File: src/hw/rtl/cas_pkg.sv
// Shared types and constants for the collision avoidance steering block.
// Used by every module under hw/rtl; depends on nothing.
package cas_pkg;

  localparam int FRAC      = 16;
  localparam int CW        = 32;
  localparam int ONE       = 1 << FRAC;
  localparam int CMAX      = (2 ** (CW - 1)) - 1;
  localparam int MIN_SPEED = (ONE + 9999) / 10000;
  localparam int TENTH     = (ONE + 5) / 10;
  localparam int ADDR_W    = 4;
  localparam int QDEPTH    = 2;
  localparam int RAD_W     = 64;
  localparam int DVD_W     = 50;
  localparam int DVS_W     = 34;

  typedef enum logic {
    KIND_AGENT    = 1'b0,
    KIND_NEIGHBOR = 1'b1
  } kind_t;

  typedef struct packed {
    kind_t              kind;
    logic signed [31:0] pos_x;
    logic signed [31:0] pos_y;
    logic signed [31:0] pos_z;
    logic signed [31:0] vel_x;
    logic signed [31:0] vel_y;
    logic signed [31:0] vel_z;
    logic               last;
  } item_t;

  typedef struct packed {
    logic  valid;
    item_t item;
  } queue_out_t;

  typedef struct packed {
    logic [30:0] radius;
    logic [30:0] look_ahead;
    logic [30:0] max_speed;
    logic        flat;
  } cfg_t;

  typedef struct packed {
    logic             start;
    logic             sqrt_op;
    logic [RAD_W-1:0] radicand;
    logic [DVD_W-1:0] dividend;
    logic [DVS_W-1:0] divisor;
  } dsq_req_t;

  typedef struct packed {
    logic             done;
    logic             busy;
    logic [DVD_W-1:0] result;
  } dsq_rsp_t;

endpackage

File: src/hw/rtl/cas_front.sv
// Input front end: takes items off the input channel and queues them.
// Depends on cas_pkg.
module cas_front (
  input  logic                   clk,
  input  logic                   rst,
  input  logic                   in_valid,
  output logic                   in_stall,
  input  cas_pkg::item_t         item_in,
  input  logic                   pop,
  output cas_pkg::queue_out_t    qo
);
  import cas_pkg::*;

  item_t      entries [QDEPTH];
  logic       wr_ptr;
  logic       rd_ptr;
  logic [1:0] count;
  logic       push;

  assign in_stall = (count == 2'(QDEPTH));
  assign push     = in_valid && !in_stall;
  assign qo.valid = (count != 2'd0);
  assign qo.item  = entries[rd_ptr];

  always_ff @(posedge clk) begin
    if (rst) begin
      wr_ptr <= 1'b0;
      rd_ptr <= 1'b0;
      count  <= 2'd0;
    end else begin
      if (push) begin
        entries[wr_ptr] <= item_in;
        wr_ptr          <= ~wr_ptr;
      end
      if (pop) begin
        rd_ptr <= ~rd_ptr;
      end
      count <= count + 2'(push) - 2'(pop);
    end
  end

endmodule

File: config.mk
export PLATFORM = sky130hd
export DESIGN_NAME = cas_front
export DESIGN_NICKNAME = d
export VERILOG_FILES = /design/src/hw/rtl/cas_pkg.sv /design/src/hw/rtl/cas_front.sv
export SDC_FILE = /design/constraint.sdc
export NUM_CORES = 1
export LEC_CHECK = 0
export ABC_AREA = 1
export CAP_MARGIN = 10
export CORE_ASPECT_RATIO = 0.5
export CORE_MARGIN = 5
export CORE_UTILIZATION = 25
export CTS_CLUSTER_DIAMETER = 60
export CTS_CLUSTER_SIZE = 30
export DETAILED_ROUTE_END_ITERATION = 16
export DONT_BUFFER_PORTS = 1
export PLACE_DENSITY_LB_ADDON = 0.15
export SETUP_SLACK_MARGIN = 0.4
export SLEW_MARGIN = 25
export SYNTH_ARGS = -nofsm -noshare
export SYNTH_HDL_FRONTEND = slang
export SYNTH_SLANG_ARGS = --single-unit
File: constraint.sdc
create_clock -name clk -period 16.3 [get_ports clk]
set_clock_uncertainty 0.1 [all_clocks]
set_input_delay 0 -clock clk [delete_from_list [all_inputs] [get_ports clk]]
set_output_delay 0 -clock clk [all_outputs]
set_load 0.05 [all_outputs]
==> impl_metrics.env <==
export IMPL_setup_viol=0
export IMPL_gp_congestion=0.751
export IMPL_fillerInstances=5699
export IMPL_synthFlopType="edfxtp_1"
export IMPL_drc=0
export IMPL_start_util_pct=25.2
export IMPL_synthesis_nets=836
export IMPL_antenna_found_initial=1
export IMPL_final_max_slew_viol_count=0
export IMPL_ant_nets=0
export IMPL_cts_setup_buffers=0
export IMPL_dp_hpwl_um=25100
export IMPL_cts_buffers=36
export IMPL_cts_clk_slew_worst_paths_ns=0.08
export IMPL_hold_viol_final=0
export IMPL_clock_latency_ns=0.53
export IMPL_fmax_mhz=270
export IMPL_fin_ws_ns=12.60
export IMPL_synth_area_um2=14900
export IMPL_crit_top_cell="buf_4"
export IMPL_dp_cells=1404
export IMPL_p_leak_uw=0.00647
export IMPL_yosysMostFrequentCell="edfxtp_1"
export IMPL_ff_latch_area_um2=11800
export IMPL_dieArea_um2=64900
export IMPL_grt_max_degree=71
export IMPL_ys_ff_latch=393
export IMPL_grt_pass1_wl_um=49600
export IMPL_fp_dieW_um=355
export IMPL_worstPathArrival_ns=3.60
export IMPL_p_per_area_nw_per_um2=129
export IMPL_worst_slew_pin_slew_ns=1.04
export IMPL_pre_cts_ws_ns=12.83
export IMPL_finalCriticalPeriod_ns=3.70
export IMPL_hold_class="in2reg"
export IMPL_rsz0062_at_grt="no"
export IMPL_area_growth_pct=27.2
export IMPL_syn_mean_instance_area_um2=23.4
export IMPL_drive_above_1_share_pct=30.0
export IMPL_synth_top_cell_area_share_pct=78.2
export IMPL_multi_input_area_um2=2910
export IMPL_maxCapViolations=0
export IMPL_slew_headroom_pct=30.7
export IMPL_cts_sinks=393
export IMPL_reg2reg_slack_ns=12.92
export IMPL_synth_cells=636
export IMPL_finalCritPeriodShare_pct=22.7
export IMPL_cts_tree="done"
export IMPL_wl_um=35600
export IMPL_viasPerCell=3.88
export IMPL_grt_overflow=0
export IMPL_synth_edff_count=388
export IMPL_yosysWarnings=0
export IMPL_ys_types=17
export IMPL_ys_seq_area_share_pct=78.9
export IMPL_core_um2=59100
export IMPL_peakVddDrop_v=0.0000569
export IMPL_cp_end_kind="primary output"
export IMPL_htree_levels=2
export IMPL_clockRootBuffer="clkbuf_16"
export IMPL_clockBufferDepth=3
export IMPL_synthTopCellsByCount="388 x edfxtp_1, 160 x mux2_4, 34 x mux2_2"
export IMPL_grt_use_total_pct=10.4
export IMPL_grt_pass1_vias=7217
export IMPL_worstSetupPathType="reg2out"
export IMPL_drt_iter0_markers=316
export IMPL_netlist_top_cell_by_area="edfxtp_1"
export IMPL_rows=63
export IMPL_io_pins=394
export IMPL_async_reset_ff_share_pct=0
export IMPL_io_buffers=0
export IMPL_die_h_um=183
export IMPL_dr_pass1_iters=4
export IMPL_cpPeakStageDelay_ns=0.88
export IMPL_crit_fanout=49
export IMPL_synthTopCellsByArea="edfxtp_1 78%, mux2_4 16%, mux2_2 2.6%"
export IMPL_cpMaxStageDelayCell="dfxtp_4"
export IMPL_cp_cell_sequence="buf_4, buf_4, mux2_2"
export IMPL_tns_ns=0
export IMPL_wl_per_cell_um=21.3
export IMPL_fin_util_pct=32.1
export IMPL_cp_required_ns=16.20
export IMPL_num_vias=6485
export IMPL_nets=1064
export IMPL_startpoint_type="register"
export IMPL_fin_cells=1670
export IMPL_status="finished, final reports clean"
export IMPL_power_uw=2440
critical path, delay by kind of cell (launching register included):
kind / cells / cell delay [ns]
DFF: 1 / 0.88
buffers and inverters: 2 / 1.54
muxes: 1 / 0.54
registers in the layout, indices dropped and copies added, names as in the netlist, named ones only:
register and count:
entries 388, wr_ptr 1, count 2, rd_ptr 1
cells by family after synthesis:
logic type	share of synthesized area, %
flip-flops	78.9
multiplexers	18.7
buffers and inverters	1.71
AND/OR/NAND/NOR	0.411
AO/OA/AOI/OAI	0.101
adder cells (fa/ha/maj)	0.168
XOR/XNOR	0.0588
power by group:
group / leakage, uW / internal (uW) / total, uW / switching (uW)
combinational: 0.00231 / 122 / 407 / 285
clock: 0.000567 / 459 / 845 / 386
sequential: 0.00359 / 1170 / 1190 / 18.9
total: 0.00647 / 1750 / 2440 / 690
final timing paths:
check / cells after the start / endpoint / startpoint
setup reg to reg: 5 / entries[0][64] / count[1]
hold reg to reg: 2 / rd_ptr / rd_ptr
setup / recovery: 3 / qo[17] / register
hold / removal: 1 / entries[1][10] / item_in[10]
layout make-up:
cell class / count / area share [%]
Tap cell: 780 / 5.15
Sequential cell: 393 / 62.0
Timing Repair Buffer: 212 / 11.1
Inverter: 6 / 0.119
Clock buffer: 38 / 4.91
Multi-Input combinational cell: 215 / 15.3
Antenna cell: 2 / 0.0264
Clock inverter: 24 / 1.27
stage by stage:
stage          cell area, um^2  hold WS [ns]
2_1_floorplan            14900       -0.0288
3_3_place_gp             15700       -0.0273
3_5_place_dp             15700       -0.0308
4_1_cts                  18900      0.000399
5_1_grt                  18900       0.00208
6_report                 18900        0.0351
what timing repair did:
action / CTS / global route
setup endpoints to repair: 0 / 0
hold endpoints to repair: 477 / 0
hold buffers: 201 / 0
gates resized for setup: 0 / 0
routing by layer:
layer / wire length, um / part of all wire [%] / vias up / track usage (%)
met1: 10100 / 28 / 3371 / 8.46
li1: - / - / 2980 / -
met4: 884 / 2.5 / 0 / 3.14
met5: 0 / 0 / - / 0
met2: 23500 / 66 / 82 / 23.9
met3: 1110 / 3.1 / 52 / 2.23
placed cells by master, fill, tap and decap left out:
master,n
edfxtp_1,388
dlygate4sd3_1,201
mux2_4,160
clkbuf_16,37
mux2_2,34
buf_4,9
inv_1,6
nor2_1,6
nand2_1,5
clkinv_2,4
clkinv_1,4
dfxtp_1,4
clkinv_4,3
clkinvlp_4,3
inv_6,3
diode_2,2
o21ai_0,2
ha_1,2
inv_12,2
bufinv_16,2
inv_8,2
nor3_2,1
or2_2,1
nor2_4,1
xnor2_1,1
a21oi_1,1
nand3_1,1
dfxtp_4,1
clkinv_8,1
clkbuf_1,1
buf_12,1
buf_6,1
Power figures use the tool's default switching activity.
