`src/hw/rtl/cas_pkg.sv`:
```
// Shared types and constants for the collision avoidance steering block.
// Used by every module under hw/rtl; depends on nothing.
package cas_pkg;

  localparam int FRAC      = 16;
  localparam int CW        = 32;
  localparam int ONE       = 1 << FRAC;
  localparam int CMAX      = (2 ** (CW - 1)) - 1;
  localparam int MIN_SPEED = (ONE + 9999) / 10000;
  localparam int TENTH     = (ONE + 5) / 10;
  localparam int ADDR_W    = 4;
  localparam int QDEPTH    = 2;
  localparam int RAD_W     = 64;
  localparam int DVD_W     = 50;
  localparam int DVS_W     = 34;

  typedef enum logic {
    KIND_AGENT    = 1'b0,
    KIND_NEIGHBOR = 1'b1
  } kind_t;

  typedef struct packed {
    kind_t              kind;
    logic signed [31:0] pos_x;
    logic signed [31:0] pos_y;
    logic signed [31:0] pos_z;
    logic signed [31:0] vel_x;
    logic signed [31:0] vel_y;
    logic signed [31:0] vel_z;
    logic               last;
  } item_t;

  typedef struct packed {
    logic  valid;
    item_t item;
  } queue_out_t;

  typedef struct packed {
    logic [30:0] radius;
    logic [30:0] look_ahead;
    logic [30:0] max_speed;
    logic        flat;
  } cfg_t;

  typedef struct packed {
    logic             start;
    logic             sqrt_op;
    logic [RAD_W-1:0] radicand;
    logic [DVD_W-1:0] dividend;
    logic [DVS_W-1:0] divisor;
  } dsq_req_t;

  typedef struct packed {
    logic             done;
    logic             busy;
    logic [DVD_W-1:0] result;
  } dsq_rsp_t;

endpackage

```
`src/hw/rtl/cas_regs.sv`:
```
// Configuration register file behind the APB-style port.
// Depends on cas_pkg.
module cas_regs (
  input  logic                      clk,
  input  logic                      rst,
  input  logic                      psel,
  input  logic                      penable,
  input  logic                      pwrite,
  input  logic [cas_pkg::ADDR_W-1:0] paddr,
  input  logic [31:0]               pwdata,
  output logic [31:0]               prdata,
  output logic                      pready,
  output cas_pkg::cfg_t             cfg
);
  import cas_pkg::*;

  typedef enum logic [1:0] {
    REG_RADIUS     = 2'd0,
    REG_LOOK_AHEAD = 2'd1,
    REG_MAX_SPEED  = 2'd2,
    REG_FLAT       = 2'd3
  } reg_idx_t;

  reg_idx_t idx;
  logic     wr;

  assign idx    = reg_idx_t'(paddr[3:2]);
  assign wr     = psel && penable && pwrite;
  assign pready = 1'b1;

  always_ff @(posedge clk) begin
    if (rst) begin
      cfg.radius     <= 31'd3276800;
      cfg.look_ahead <= 31'd65536;
      cfg.max_speed  <= 31'd39321600;
      cfg.flat       <= 1'b1;
    end else if (wr) begin
      case (idx)
        REG_RADIUS:     cfg.radius     <= pwdata[30:0];
        REG_LOOK_AHEAD: cfg.look_ahead <= pwdata[30:0];
        REG_MAX_SPEED:  cfg.max_speed  <= pwdata[30:0];
        REG_FLAT:       cfg.flat       <= pwdata[0];
        default: ;
      endcase
    end
  end

  always_comb begin
    case (idx)
      REG_RADIUS:     prdata = {1'b0, cfg.radius};
      REG_LOOK_AHEAD: prdata = {1'b0, cfg.look_ahead};
      REG_MAX_SPEED:  prdata = {1'b0, cfg.max_speed};
      REG_FLAT:       prdata = {31'd0, cfg.flat};
      default:        prdata = 32'd0;
    endcase
  end

endmodule

```
`config.mk`:
```
export PLATFORM = sky130hd
export DESIGN_NAME = cas_regs
export DESIGN_NICKNAME = d
export VERILOG_FILES = /design/src/hw/rtl/cas_pkg.sv /design/src/hw/rtl/cas_regs.sv
export SDC_FILE = /design/constraint.sdc
export NUM_CORES = 1
export LEC_CHECK = 0
export ABC_CLOCK_PERIOD_IN_PS = 990
export BUFFER_PORTS_ARGS = -buffer_cell sky130_fd_sc_hd__buf_4
export CAP_MARGIN = 10
export CORE_ASPECT_RATIO = 0.5
export CORE_MARGIN = 5
export CORE_UTILIZATION = 40
export CTS_CLUSTER_SIZE = 10
export DETAILED_ROUTE_END_ITERATION = 12
export PLACE_DENSITY = 0.72
export SLEW_MARGIN = 20
export SYNTH_ARGS = -nofsm -noshare
export SYNTH_HDL_FRONTEND = slang
export SYNTH_SLANG_ARGS = --single-unit
```
`constraint.sdc`:
```
create_clock -name clk -period 0.99 [get_ports clk]
set_input_delay 0.0495 -clock clk [delete_from_list [all_inputs] [get_ports clk]]
set_output_delay 0.0495 -clock clk [all_outputs]
set_load 0.02 [all_outputs]
```
==> results of run 1 <==
## cell families after synthesis
group	synth area share
AOI/OAI and AO/OA	0.0482
buffers and inverters	0.0463
muxes	0.272
and+or+nand+nor	0.212
DFF	0.419
other	0.00167
## per-stage QoR
stage / TNS (ps) / area, um2
2_1_floorplan: -2.80 / 4520
3_3_place_gp: -8040 / 6160
3_5_place_dp: -9960 / 6160
4_1_cts: -3610 / 7230
5_1_grt: -5160 / 7410
6_report: -3420 / 7410
## worst max-delay path: stages (launching register included)
cell	delay, ps
dfxtp_1	310
mux4_2	480
buf_6	150
## routing by layer
| metal | up-vias | wire length (um) |
|---|---|---|
| met2 | 80 | 7110 |
| met4 | 0 | 144 |
| met3 | 11 | 568 |
| met1 | 1964 | 5840 |
| li1 | 2008 | - |
| met5 | - | 0 |
## cell usage after synthesis
library cell,n
nand3_1,1
mux2i_1,120
nand3b_1,1
a21boi_0,3
and3_1,1
nand2b_1,116
and2_1,1
mux4_2,1
buf_1,1
nor3b_4,1
o21ai_0,30
nor2_1,10
nor2b_1,1
a311oi_1,1
buf_4,11
clkbuf_1,18
dfxtp_1,94
a41oi_1,1
nand2_1,30
nor3_2,1
buf_6,3
or3_1,1
nand2_4,1
a211o_1,3
buf_2,4
conb_1,2
## worst paths after layout
check | slack [ps] | start | depth (start not counted) | to
setup / recovery | -340 | cfg[0]$_SDFFE_PP1P_ | 2 | prdata[0]
hold / removal | 20 | pwdata[7] | 3 | cfg[39]$_SDFFE_PP0P_
setup reg to reg | 130 | cfg[0]$_SDFFE_PP1P_ | 3 | cfg[0]$_SDFFE_PP1P_
hold reg to reg | 490 | cfg[44]$_SDFFE_PP0P_ | 2 | cfg[44]$_SDFFE_PP0P_
## repair_timing
item                                    in CTS  in global routing
setup buffers                               54                  3
hold buffers                                 7                  0
hold endpoints to repair                     9                  0
endpoints found under the setup margin      35                 79
pin swaps                                    7                  9
resized for setup                          122                 49
## layout make-up
cell class                 count  share of cell area
timing repair buffer         263               0.341
clock inverter                 4             0.00641
multi-input combinational    326               0.330
sequential                    94               0.265
clock buffer                  11              0.0327
tap                          145              0.0245
## where the power goes
group | switching [mW] | total, mW | internal, mW
clock network | 1.41 | 3.42 | 2.00
registers | 0.0386 | 3.88 | 3.84
logic | 0.521 | 1.10 | 0.581
total | 1.97 | 8.40 | 6.42
==> reports/qor.txt, run 1 <==
Outcome -> finished with violations
Failing checks -> negative setup slack
I/O Buffers -> 162
Die ar. -> 13,600 um2
Met1 global-route usage -> 0.235
Cells after Synth -> 457
Antenna-violating nets left -> 0
Peak VDD IR -> 0.759 mV
CTS H-tree lvls -> 3
Core ar. -> 11,000 um2
Busiest grt layer -> met2
Antenna fix cells -> 0
Commonest non-fill, non-tap cell in the layout -> buf_4
Clock tree buffer depth -> 2
Syn Std Cell Area -> 4490 um2
Synth-to-layout area growth -> 65.1%
Post-DR wirelength/cell -> 16.2 um
Ports -> 168
First-pass GRT wire length -> 22.1 mm
Syn Area/Cell -> 9.83 um2
Met2 Usage GRT -> 0.364
CP startpoint kind -> flip-flop
Critical Path RT -> 940 ps
Total CTS buffers -> 9
Power Total -> 8.40 mW
Final WL -> 13.7 mm
Fillcell total -> 859
Hold slack -> 18.6 ps
Drt initial violations -> 173
Pwr Density -> 1130 nW/um2
Vias in the first global route -> 4,263
Top reg by flops -> cfg
Worst hold path type -> in -> reg
Fmax -> 0.753 GHz
Syn Nets -> 498
Final nets -> 735
Largest regs -> cfg x94
Initial antenna violation count -> 0
Largest cells by area after synthesis -> dfxtp_1 (42%), mux2i_1 (27%), nand2b_1 (16%)
Die width -> 160 um
Layout cells sized above 1 -> 0.497
Final setup viols -> 31
Initial Utilization -> 0.409
CP max FO -> 2
CTS Root Cell -> clkbuf_16
Synthesized flop and latch total -> 94
Total Routing Usage GR -> 0.199
Row Count -> 27
Final hold violations -> 0
Kind of critical path -> reg -> out
Clock-pin slew on the worst setup and hold paths -> 60 ps
1st-pass router iterations -> 4
Placed cell count -> 767
Post-DP HPWL -> 9.34 mm
Worst setup EP type -> primary output
CTS tree -> built
Clock period minus final worst setup slack -> 1330 ps
Worst Skew -> 0 ps
CP arrival -> 1280 ps
Warnings, synthesis -> 0
M3 GR Usage -> 0.0529
Yosys cell types -> 26
Final worst slack -> -337 ps
Worst slack, placed -> -203 ps
DR DRC count -> 0
Leakage -> 3.53 nW
Total grt overflow -> 0
Placer Congestion -> 0.751
# Max-Cap Violations -> 0
Most frequent cells in the layout -> buf_4 (138), mux2i_1 (119), nand2b_1 (116), buf_6 (107), dfxtp_2 (63)
Register Area -> 1960 um2
Final Core Density -> 0.675
Register area share after synthesis -> 0.419
Pin count of the biggest net entering global routing -> 33
Clk sinks -> 94
Max reg flops -> 94
Vias after detailed routing -> 4,063
Footprint of the multi-input gates -> 2450 um2
Worst skew pair latency -> 330 ps
RSZ-0062 raised after global routing -> true
Area share of the largest cell type after synthesis -> 0.419
Tcrit/Tclk final -> 1.34
Cell type with the highest aggregate area in the netlist -> dfxtp_1
Die extent in y -> 84.9 um
Non-filler cells, final -> 843
Drt via density -> 4.82
Pins Over Slew Limit -> 0
Note: power is estimated with default switching activity, not from simulation.
==> run 2, diff against run 1 <==
CTS_BUF_LIST = sky130_fd_sc_hd__clkbuf_4 sky130_fd_sc_hd__clkbuf_8 sky130_fd_sc_hd__clkbuf_16   (was default)
==> run 2 against run 1 <==
Count of clock-buffer cells in the layout unchanged. Cell count unchanged. Critical path type unchanged. The run still ends with negative setup slack left. Critical endpoint unchanged. Utilization about the same. Power up 0.23%.
==> reports/qor.txt, run 2 (synthesis results as in run 1) <==
DR DRC count -> 0 (unchanged)
Total CTS buffers -> 9 (unchanged)
Pwr Density -> 1140 nW/um2 (+0.28%)
Failing checks -> negative setup slack
Die ar. -> 13,600 um2 (unchanged)
CP max FO -> 2 (unchanged)
Clock tree buffer depth -> 2 (unchanged)
Initial Utilization -> 0.409 (unchanged)
Layout cells sized above 1 -> 0.499 (+0.00143)
Commonest non-fill, non-tap cell in the layout -> buf_4
CP startpoint kind -> flip-flop
First-pass GRT wire length -> 22.0 mm (-0.19%)
Max reg flops -> 94 (unchanged)
Worst Skew -> 0 ps (unchanged)
Row Count -> 27 (unchanged)
Pins Over Slew Limit -> 0 (unchanged)
Placed cell count -> 767 (unchanged)
Kind of critical path -> reg -> out
Pin count of the biggest net entering global routing -> 33 (unchanged)
Peak VDD IR -> 0.758 mV (about the same)
I/O Buffers -> 162 (unchanged)
Setup TNS -> -3420 ps (+0.700 ps)
RSZ-0062 raised after global routing -> true
# Max-Cap Violations -> 0 (unchanged)
Hold slack -> 18.3 ps (-0.298 ps)
Die width -> 160 um (unchanged)
Cell area after layout -> 7410 um2 (about the same)
CTS H-tree lvls -> 3 (unchanged)
Power Total -> 8.42 mW (+0.23%)
Final WL -> 13.7 mm (about the same)
CTS Root Cell -> clkbuf_16
CTS tree -> built
Drt via density -> 4.82 (about the same)
Die extent in y -> 84.9 um (unchanged)
Fillcell total -> 858 (-0.12%)
Core ar. -> 11,000 um2 (unchanged)
Final setup viols -> 31 (unchanged)
Final Core Density -> 0.675 (about the same)
Final hold violations -> 0 (unchanged)
Final nets -> 735 (unchanged)
Most frequent cells in the layout -> buf_4 (140), mux2i_1 (119), nand2b_1 (116), buf_6 (105), dfxtp_2 (63)
Vias after detailed routing -> 4,067 (+0.098%)
Synth-to-layout area growth -> 65.0% (about the same)
Clock-pin slew on the worst setup and hold paths -> 60 ps (about the same)
Vias in the first global route -> 4,264 (+0.023%)
Leakage -> 3.53 nW (about the same)
Top reg by flops -> cfg
Worst skew pair latency -> 330 ps (about the same)
Placer Congestion -> 0.751 (unchanged)
Worst slack, placed -> -203 ps (unchanged)
CP arrival -> 1280 ps (about the same)
Non-filler cells, final -> 843 (unchanged)
Post-DP HPWL -> 9.34 mm (unchanged)
1st-pass router iterations -> 4 (unchanged)
Clock period minus final worst setup slack -> 1330 ps (+0.320 ps)
Ports -> 168 (unchanged)
Critical Path RT -> 940 ps (about the same)
Worst setup EP type -> primary output
Total Routing Usage GR -> 0.198 (-0.000313)
Worst hold path type -> in -> reg
Placed cell area -> 6160 um2 (unchanged)
Fmax -> 0.753 GHz (about the same)
Outcome -> finished with violations
Final worst slack -> -338 ps (-0.320 ps)
Drt initial violations -> 173 (unchanged)
Initial antenna violation count -> 0 (unchanged)
Tcrit/Tclk final -> 1.34 (about the same)
Clk sinks -> 94 (unchanged)
Total grt overflow -> 0 (unchanged)
Antenna-violating nets left -> 0 (unchanged)
Largest regs -> cfg x94
Antenna fix cells -> 0 (unchanged)
Post-DR wirelength/cell -> 16.2 um (about the same)
[run 2: cell counts in the layout (fill, tap and decap cells not counted)]
No cell type changed its count.
[run 2: path summary, 6_finish.rpt]
check	depth (start not counted)	from	endpoint	slack [ps]
worst max-delay path	2	cfg[0]$_SDFFE_PP1P_	prdata[0]	-340
worst min-delay path	3	pwdata[7]	cfg[39]$_SDFFE_PP0P_	20
worst max register to register	3	cfg[0]$_SDFFE_PP1P_	cfg[0]$_SDFFE_PP1P_	130
worst min register to register	2	cfg[44]$_SDFFE_PP0P_	cfg[44]$_SDFFE_PP0P_	490
[run 2: worst max-delay path, cell delays in order, from the launching register on]
cell	delay [ps]
dfxtp_1	310
mux4_2	480
buf_6	150
[run 2: repair_timing]
| item | in CTS | in global routing |
|---|---|---|
| gates resized for setup | 122 | 47 |
| hold buffers | 7 | 0 |
| pin swaps | 7 | 9 |
| buffers inserted | 54 | 3 |
| setup endpoints to repair | 35 | 77 |
| endpoints found under the hold margin | 9 | 0 |
[run 2: power by group]
part / switching, mW / leakage (nW) / internal, mW
clock network: 1.41 / 0.145 / 2.03
logic: 0.522 / 2.60 / 0.581
registers: 0.0387 / 0.787 / 3.84
[run 2: layout make-up]
class	instances	area [um2]	area share
Clock buffer	11	246	0.0333
Timing Repair Buffer	263	2520	0.341
Multi-Input combinational cell	326	2450	0.331
Sequential cell	94	1960	0.265
Tap cell	145	181	0.0245
Clock inverter	4	47.5	0.00642
[run 2: layer usage]
layer	vias up	share of wire	GRT usage
met4	0	0.011	0.0468
met5	-	0	0
met3	11	0.041	0.0529
met1	1959	0.43	0.233
met2	84	0.52	0.365
li1	2013	-	-
