$ cat src/hw/rtl/cas_pkg.sv
// Shared types and constants for the collision avoidance steering block.
// Used by every module under hw/rtl; depends on nothing.
package cas_pkg;

  localparam int FRAC      = 16;
  localparam int CW        = 32;
  localparam int ONE       = 1 << FRAC;
  localparam int CMAX      = (2 ** (CW - 1)) - 1;
  localparam int MIN_SPEED = (ONE + 9999) / 10000;
  localparam int TENTH     = (ONE + 5) / 10;
  localparam int ADDR_W    = 4;
  localparam int QDEPTH    = 2;
  localparam int RAD_W     = 64;
  localparam int DVD_W     = 50;
  localparam int DVS_W     = 34;

  typedef enum logic {
    KIND_AGENT    = 1'b0,
    KIND_NEIGHBOR = 1'b1
  } kind_t;

  typedef struct packed {
    kind_t              kind;
    logic signed [31:0] pos_x;
    logic signed [31:0] pos_y;
    logic signed [31:0] pos_z;
    logic signed [31:0] vel_x;
    logic signed [31:0] vel_y;
    logic signed [31:0] vel_z;
    logic               last;
  } item_t;

  typedef struct packed {
    logic  valid;
    item_t item;
  } queue_out_t;

  typedef struct packed {
    logic [30:0] radius;
    logic [30:0] look_ahead;
    logic [30:0] max_speed;
    logic        flat;
  } cfg_t;

  typedef struct packed {
    logic             start;
    logic             sqrt_op;
    logic [RAD_W-1:0] radicand;
    logic [DVD_W-1:0] dividend;
    logic [DVS_W-1:0] divisor;
  } dsq_req_t;

  typedef struct packed {
    logic             done;
    logic             busy;
    logic [DVD_W-1:0] result;
  } dsq_rsp_t;

endpackage

$ cat src/hw/rtl/cas_dsq.sv
// Shared iterative unit: restoring divide (one quotient bit a cycle) and
// integer square root (one result bit a cycle). Depends on cas_pkg.
module cas_dsq (
  input  logic              clk,
  input  logic              rst,
  input  cas_pkg::dsq_req_t req,
  output cas_pkg::dsq_rsp_t rsp
);
  import cas_pkg::*;

  localparam int SQ_STEPS  = RAD_W / 2;
  localparam int DIV_STEPS = DVD_W;

  logic             busy;
  logic             done;
  logic             op;
  logic [5:0]       cnt;
  logic [RAD_W-1:0] x;
  logic [RAD_W-1:0] r;
  logic [RAD_W-1:0] bitv;
  logic [DVS_W:0]   rem;
  logic [DVD_W-1:0] dq;
  logic [DVS_W-1:0] dvs;

  logic [RAD_W-1:0] t;
  logic             sq_ge;
  logic [RAD_W-1:0] x_next;
  logic [RAD_W-1:0] r_next;
  logic [DVS_W:0]   rem_s;
  logic             dv_ge;
  logic [DVS_W:0]   rem_next;
  logic [DVD_W-1:0] dq_next;

  always_comb begin
    t        = r + bitv;
    sq_ge    = (x >= t);
    x_next   = sq_ge ? x - t : x;
    r_next   = sq_ge ? (r >> 1) + bitv : r >> 1;
    rem_s    = {rem[DVS_W-1:0], dq[DVD_W-1]};
    dv_ge    = (rem_s >= {1'b0, dvs});
    rem_next = dv_ge ? rem_s - {1'b0, dvs} : rem_s;
    dq_next  = {dq[DVD_W-2:0], dv_ge};
  end

  always_ff @(posedge clk) begin
    if (rst) begin
      busy <= 1'b0;
      done <= 1'b0;
    end else begin
      done <= 1'b0;
      if (req.start) begin
        busy <= 1'b1;
        op   <= req.sqrt_op;
        cnt  <= req.sqrt_op ? 6'(SQ_STEPS - 1) : 6'(DIV_STEPS - 1);
        x    <= req.radicand;
        r    <= '0;
        bitv <= RAD_W'(1) << (RAD_W - 2);
        rem  <= '0;
        dq   <= req.dividend;
        dvs  <= req.divisor;
      end else if (busy) begin
        if (op) begin
          x    <= x_next;
          r    <= r_next;
          bitv <= bitv >> 2;
        end else begin
          rem <= rem_next;
          dq  <= dq_next;
        end
        cnt <= cnt - 6'd1;
        if (cnt == 6'd0) begin
          busy <= 1'b0;
          done <= 1'b1;
        end
      end
    end
  end

  assign rsp.done   = done;
  assign rsp.busy   = busy;
  assign rsp.result = op ? r[DVD_W-1:0] : dq;

endmodule

$ cat config.mk
export PLATFORM = sky130hd
export DESIGN_NAME = cas_dsq
export DESIGN_NICKNAME = d
export VERILOG_FILES = /design/src/hw/rtl/cas_pkg.sv /design/src/hw/rtl/cas_dsq.sv
export SDC_FILE = /design/constraint.sdc
export NUM_CORES = 1
export LEC_CHECK = 0
export CAP_MARGIN = 20
export CORE_MARGIN = 2
export CORE_UTILIZATION = 55
export CTS_CLUSTER_DIAMETER = 100
export DETAILED_ROUTE_END_ITERATION = 8
export DONT_BUFFER_PORTS = 1
export HOLD_SLACK_MARGIN = 0.12
export PLACE_DENSITY = 0.73
export SLEW_MARGIN = 40
export SYNTH_ARGS = -nofsm -noshare
export SYNTH_HDL_FRONTEND = slang
export SYNTH_SLANG_ARGS = --single-unit
export TNS_END_PERCENT = 1
$ cat constraint.sdc
create_clock -name clk -period 12.3 [get_ports clk]
set_input_delay 2.46 -clock clk [delete_from_list [all_inputs] [get_ports clk]]
set_output_delay 2.46 -clock clk [all_outputs]
set_load 0.02 [all_outputs]
==> results.tsv, run 1 <==
stage	metric	value	unit
sta	part of the cycle the worst path needs	54.4	%
worst_setup_path	kind of end point of the critical path	flip-flop	
power_and_ir_drop	Lkg Pwr	8.95	nW
floorplan	DIE HEIGHT	206	um
synth	Syn Inst Count	2367	
synth	Post-synth EDFFs	285	
routing	routed via count	18100	
placement	RD Place Congestion	0.919	
worst_setup_path	Max FO, Critical Path	76	
final_layout	register area	0.00860	mm^2
placement	DP Wirelength	43500	um
run	max-capacitance violation count	0	
sta	setup TNS	0	ps
synth	mapped cell area	0.0224	mm^2
synth	Synth area leader	edfxtp_1	
synth	ranking of synthesized cells by area	edfxtp_1 38%, ha_1 9.3%, mux2_2 5.2%	
power_and_ir_drop	PD cells	149	mW/mm^2
sta	number of failing hold endpoints at the final stage	0	
power_and_ir_drop	worst vdd ir	0.146	mV
routing	Avg WL per Cell	20.5	um
cts	Root Buffer	clkbuf_16	
routing	Pre-antenna DRT Iters	5	
sta	Final Skew	18.4	ps
synth	Seq cells post-synth	287	
final_layout	share of layout cells above drive strength 1	9.41	%
grt	first-pass GRT wire length	90700	um
synth	sequential area share after synthesis	38.4	%
final_layout	diode count	0	
cts	post-cts resize count	0	
cts	Max Root-Sink Buffers	3	
synth	Top FF cell, synth	edfxtp_1	
cts	CTS tree	built	
final_layout	nets@finish	2626	
sta	endpoints failing setup	0	
floorplan	DIE AREA	0.0424	mm^2
synth	Netlist cell types	84	
cts	post-CTS setup buffer count	0	
worst_setup_path	CP Data Required Time	12590	ps
worst_setup_path	startpoint types	flip-flop	
floorplan	chip width	206	um
routing	routed vias/inst	6.33	
grt	vias in the first global route	17100	
run_status	status	finished, final reports clean	
final_layout	Layout area overhead	6.19	%
synth	post-synth top area share	38.2	%
grt	initial antenna violation count	0	
cts	CTS Sinks	287	
floorplan	Initial Util	56.0	%
sta	slew margin rel.	39.8	%
cts	Clk Latency, worst-skew pair	560	ps
final_layout	Fill cells	3491	
routing	final WL	58400	um
routing	DRC viols	0	
final_layout	fin area	0.0238	mm^2
sta	final setup margin	5610	ps
placement	DP Worst Slack	5530	ps
sta	Period minus WS final	6690	ps
worst_setup_path	Critical Path AT	6990	ps
sta	RSZ-0062 raised after global routing	no	
floorplan	row count	73	
floorplan	Ports	204	
synth	Synth Warn #	0	
placement	I/O Buffers	0	
synth	syn_nets	2687	
cts	clock-pin slew on the worst setup and hold paths	60	ps
synth	Mean Syn Cell Area	9.47	um^2
grt	total gr overflow	0	
sta	Slew @ Worst Pin	900	ps
cts	H-tree depth	2	
cts	clock buffer count from CTS	35	
worst_setup_path	Setup CP Type	reg2reg	
sta	fmax	149	MHz
sta	final max-slew violation count	0	
floorplan	Core Region	0.0400	mm^2
cts	CTS hold repair buffers	0	
final_layout	area of the multi-input gates	0.0131	mm^2
worst_hold_path	worst hold path type	reg2reg	
routing	post-route ant nets	0	
grt	largest net degree at the start of global routing	306	
grt	GRT Resource Usage Total	27.2	%
routing	initial drt markers	1574	
placement	area post-placement	0.0227	mm^2
synth	FFs w/ async S/R, synth	0	%
## logic make-up (layout without fill, tap and decap cells)
group                      Yosys count  count (layout)  share of synthesized area [%]
and+or+nand+nor                    712             712                           14.8
adders and majority gates          168             168                           9.45
buffers and inverters              183             144                           3.45
DFF                                287             287                           38.4
muxes                              116             116                           5.76
xor gates and xnor gates           203             203                           7.94
AOI/OAI and AO/OA                  698             698                           20.3
## synth_stat cells, types with 11 or more instances
| library cell | count |
|---|---|
| edfxtp_1 | 285 |
| nand2_1 | 260 |
| nor2_1 | 180 |
| a21oi_1 | 171 |
| ha_1 | 166 |
| o21ai_0 | 158 |
| xor2_1 | 104 |
| mux2_2 | 103 |
| xnor2_1 | 99 |
| clkbuf_1 | 77 |
| inv_1 | 73 |
| a21o_1 | 67 |
| a31oi_1 | 60 |
| nor2b_1 | 56 |
| nand3_1 | 51 |
| nand4_1 | 38 |
| o21bai_1 | 35 |
| a211oi_1 | 34 |
| nor3_1 | 34 |
| and3_1 | 26 |
| buf_2 | 20 |
| o21a_1 | 19 |
| a31o_2 | 17 |
| nand2b_1 | 17 |
| and2_1 | 15 |
| o211ai_1 | 14 |
| mux2i_1 | 13 |
| o21ai_1 | 11 |
| o31ai_1 | 11 |
## layer usage
metal	up-vias	global-route usage, %	share of wire, %
li1	8691	-	-
met1	8629	39.1	46
met2	643	42.5	44
met3	94	3.61	7.0
met4	0	9.03	2.9
met5	-	0	0
## placed cells by master (no fill, tap or decap), types with 67 or more instances in the layout
cell	instances
edfxtp_1	285
nand2_1	260
nor2_1	178
a21oi_1	170
ha_1	166
o21ai_0	157
xor2_1	104
mux2_2	103
xnor2_1	99
inv_1	73
a21o_1	67
## power breakdown
| part | total (W) | internal [W] | leakage (nW) | switching (W) |
|---|---|---|---|---|
| combinational | 0.00127 | 0.000506 | 5.70 | 0.000762 |
| sequential | 0.00129 | 0.00120 | 2.73 | 0.0000836 |
| clock | 0.000992 | 0.000567 | 0.515 | 0.000425 |
| total | 0.00355 | 0.00228 | 8.95 | 0.00127 |
## final cells by class
type | instances | share of cell area, %
Multi-Input combinational cell | 1897 | 55.0
Sequential cell | 287 | 36.1
Clock buffer | 41 | 3.78
Tap cell | 525 | 2.76
Inverter | 74 | 1.17
Clock inverter | 18 | 0.726
Timing Repair Buffer | 11 | 0.442
## critical path, stage by stage, from the launching register on
cell	delay, ps
edfxtp_1	490
ha_1	410
a211oi_1	310
a211oi_2	110
a21oi_1	420
o21ai_2	160
a21oi_1	380
o21ai_1	220
a21oi_1	400
o31ai_1	190
a31oi_1	250
xor2_1	110
ha_1	480
nand4_1	150
nor2_1	170
and3_1	210
and2_1	160
nand4_1	130
a2111oi_2	440
or3_2	210
buf_6	460
o21ai_0	260
xor2_1	190
nor2_1	60
## final timing paths
kind,cells after the start,startpoint,slack (ps),end
max reg2reg,23,r[4],5610,r[33]
min,1,dq[34],570,dq[35]
min reg2reg,1,dq[34],570,dq[35]
max,23,r[4],5610,r[33]
## sequential cells by signal, summed over array words and instances, names as in the netlist
name and flops:
rem 34, r 64, x 64, done 1, cnt 6, busy 1
bitv 32, dvs 34, op 1, dq 50
## per-stage QoR
stage          utilization, %  hold slack, ps  cells  power (W)
2_1_floorplan               -             505   2367    0.00229
3_3_place_gp             56.7             552   2793    0.00253
3_5_place_dp             56.8             567   2794    0.00255
4_1_cts                  59.4             580   2853    0.00355
5_1_grt                  59.5             591   2853    0.00374
6_report                 59.5             574   2853    0.00355
No activity file was read; power rests on OpenSTA's default activity.
==> inputs of run 2 (changes only) <==
==> constraint.sdc (replaced) <==
create_clock -name clk -period 5.6 [get_ports clk]
set_input_delay 1.12 -clock clk [delete_from_list [all_inputs] [get_ports clk]]
set_output_delay 1.12 -clock clk [all_outputs]
set_load 0.02 [all_outputs]
==> results.tsv, run 2 (synthesis results as in run 1) <==
stage	metric	value	unit	change
routing	routed via count	18100		about the same
worst_hold_path	Worst Hold Depth	1		unchanged
worst_setup_path	Critical Path AT	5660	ps	was 6990 ps
floorplan	chip width	206	um	unchanged
sta	final max-slew violation count	0		unchanged
power_and_ir_drop	Final Power	0.00809	W	was 0.00355 W
cts	Max Root-Sink Buffers	3		unchanged
final_layout	commonest non-fill, non-tap cell in the layout	edfxtp_1		unchanged
placement	I/O Buffers	0		unchanged
routing	final WL	60500	um	was 58400 um
floorplan	Ports	204		unchanged
worst_hold_path	worst hold path type	reg2reg		unchanged
power_and_ir_drop	PD cells	330	mW/mm^2	was 149 mW/mm^2
worst_hold_path	Hold Path Sink	dq[36]		was dq[35]
final_layout	register area	0.00860	mm^2	unchanged
placement	DP Worst Slack	-11.3	ps	was 5530 ps
floorplan	Core Region	0.0400	mm^2	unchanged
cts	clock buffer count from CTS	34		was 35
floorplan	DIE HEIGHT	206	um	unchanged
sta	fmax	186	MHz	was 149 MHz
sta	number of failing hold endpoints at the final stage	0		unchanged
placement	DP Wirelength	44300	um	was 43500 um
cts	CTS Sinks	287		unchanged
run	max-capacitance violation count	0		unchanged
grt	total gr overflow	0		unchanged
power_and_ir_drop	sequential group share of total power	34.6	%	was 36.3%
routing	Pre-antenna DRT Iters	6		was 5
sta	endpoints failing setup	0		unchanged
grt	GRT Resource Usage Total	27.9	%	was 27.2%
worst_setup_path	FF-to-FF path depth	23		unchanged
final_layout	Layout area overhead	9.52	%	was 6.19%
power_and_ir_drop	Lkg Pwr	9.28	nW	was 8.95 nW
sta	Final Skew	23.8	ps	was 18.4 ps
worst_hold_path	worst hold path startpoint	dq[35]		was dq[34]
final_layout	diode count	0		unchanged
run_status	status	finished, final reports clean		unchanged
power_and_ir_drop	Clk pwr share	28.3	%	was 28.0%
worst_setup_path	r2r endpoint	r[5]		was r[33]
grt	largest net degree at the start of global routing	306		unchanged
final_layout	area of the multi-input gates	0.0133	mm^2	was 0.0131 mm^2
placement	RD Place Congestion	0.916		was 0.919
cts	clock-pin slew on the worst setup and hold paths	60	ps	about the same
grt	first-pass GRT wire length	93200	um	was 90700 um
floorplan	DIE AREA	0.0424	mm^2	unchanged
final_layout	final core utilization	61.3	%	was 59.5%
final_layout	share of layout cells above drive strength 1	12.9	%	was 9.41%
worst_setup_path	r2r startpoint	r[12]		was r[4]
worst_setup_path	reg-to-reg setup timing slack	230	ps	was 5610 ps
final_layout	Fill cells	3394		was 3491
sta	part of the cycle the worst path needs	96.0	%	was 54.4%
routing	post-route ant nets	0		unchanged
final_layout	nets@finish	2677		was 2626
power_and_ir_drop	switch share	35.8	%	about the same
power_and_ir_drop	Combinational Power Share	37.2	%	was 35.7%
grt	vias in the first global route	17300		was 17100
power_and_ir_drop	internal power	0.00519	W	was 0.00228 W
worst_setup_path	crit path from	r[12]		was r[4]
cts	CTS tree	built		unchanged
worst_setup_path	Setup CP Type	reg2reg		unchanged
sta	RSZ-0062 raised after global routing	yes		was no
worst_setup_path	startpoint types	flip-flop		unchanged
grt	initial antenna violation count	0		unchanged
cts	CTS hold repair buffers	0		unchanged
routing	DRC viols	0		unchanged
sta	Period minus WS final	5370	ps	was 6690 ps
sta	final setup margin	226	ps	was 5610 ps
sta	slew margin rel.	33.1	%	was 39.8%
cts	Clk Latency, worst-skew pair	570	ps	was 560 ps
final_layout	most frequent cells in the layout	285 x edfxtp_1, 260 x nand2_1, 176 x nor2_1, 162 x a21oi_1, 157 x ha_1		was 285 x edfxtp_1, 260 x nand2_1, 178 x nor2_1, 170 x a21oi_1, 166 x ha_1
routing	routed vias/inst	6.25		was 6.33
worst_setup_path	Max FO, Critical Path	19		was 76
worst_setup_path	kind of end point of the critical path	flip-flop		unchanged
sta	setup TNS	0	ps	unchanged
routing	initial drt markers	1583		was 1574
final_layout	Largest regs	r (64), x (64), dq (50)		unchanged
cts	Root Buffer	clkbuf_16		unchanged
floorplan	row count	73		unchanged
routing	Avg WL per Cell	20.8	um	was 20.5 um
power_and_ir_drop	worst vdd ir	0.261	mV	was 0.146 mV
sta	Slew @ Worst Pin	1000	ps	was 900 ps
power_and_ir_drop	Sw Pwr	0.00290	W	was 0.00127 W
cts	H-tree depth	2		unchanged
floorplan	Initial Util	56.0	%	unchanged
worst_setup_path	CP Data Required Time	5890	ps	was 12590 ps
run 2: cell types whose count changed in the layout (fill, tap and decap cells not counted), sizes merged:
cell    before  now
bufinv       2    4
clkinv      14   15
clkbuf      41   40
inv         73   74
buf         11   61
run 2: power groups by stage:
stage | clock network [W] | logic [W] | registers [W]
floorplan | 0 | 0.00228 | 0.00278
global placement | 0 | 0.00280 | 0.00283
detailed placement | 0 | 0.00286 | 0.00283
CTS | 0.00233 | 0.00288 | 0.00279
global route | 0.00240 | 0.00331 | 0.00281
finish | 0.00229 | 0.00301 | 0.00280
run 2: area by class of cell:
| class | instances | area share (%) |
|---|---|---|
| inverters | 74 | 1.13 |
| multi-input cells | 1897 | 54.3 |
| well taps | 525 | 2.68 |
| clock buffers | 38 | 3.62 |
| clock inverters | 22 | 0.969 |
| repair buffers | 63 | 2.25 |
| flip-flops and latches | 287 | 35.0 |
run 2: what timing repair did:
item                                    4_1_cts  5_1_grt
pin swaps                                     0       10
cloned                                        0        2
endpoints found under the setup margin       10      138
resized for setup                             2       29
buffers inserted                              0        5
run 2: critical path: stages (launching register included):
cell      delay, ps
edfxtp_1        440
ha_1            380
nand2_1         100
nor3_2          280
a21oi_2         120
buf_4           150
o21ai_2         270
a31oi_4         180
o21ai_2         270
o21bai_1        110
a21bo_2         230
xor2_1          180
ha_1            250
a21o_1          190
a21o_1          170
a21oi_1         130
o21ai_0         130
a311oi_1        310
a21oi_1         160
or3_4           490
buf_16          190
o21ai_0         120
xor2_1          180
nor2_1           50
run 2: worst max-delay path by stage:
stage            end  slack, ps  cells after the start
3_3_place_gp   r[11]        140                     22
5_1_grt        x[53]        -30                     24
2_1_floorplan   x[0]      -3700                     22
4_1_cts        r[39]         30                     22
3_5_place_dp    r[5]        -10                     24
6_report        r[5]        230                     23
run 2: metrics by stage:
stage	hold WS [ps]	instances	instance area [um^2]
detailed placement	564	2839	23200
floorplan	505	2367	22500
global route	603	2906	24500
global placement	554	2837	23200
CTS	586	2899	24300
finish	578	2906	24500
run 2: layer usage:
metal | track usage [%] | up-vias | part of all wire [%]
met4 | 8.34 | 0 | 2.4
met5 | 0 | - | 0
met2 | 43.4 | 705 | 44
met3 | 4.26 | 93 | 7.4
met1 | 40.3 | 8550 | 46
li1 | - | 8801 | -
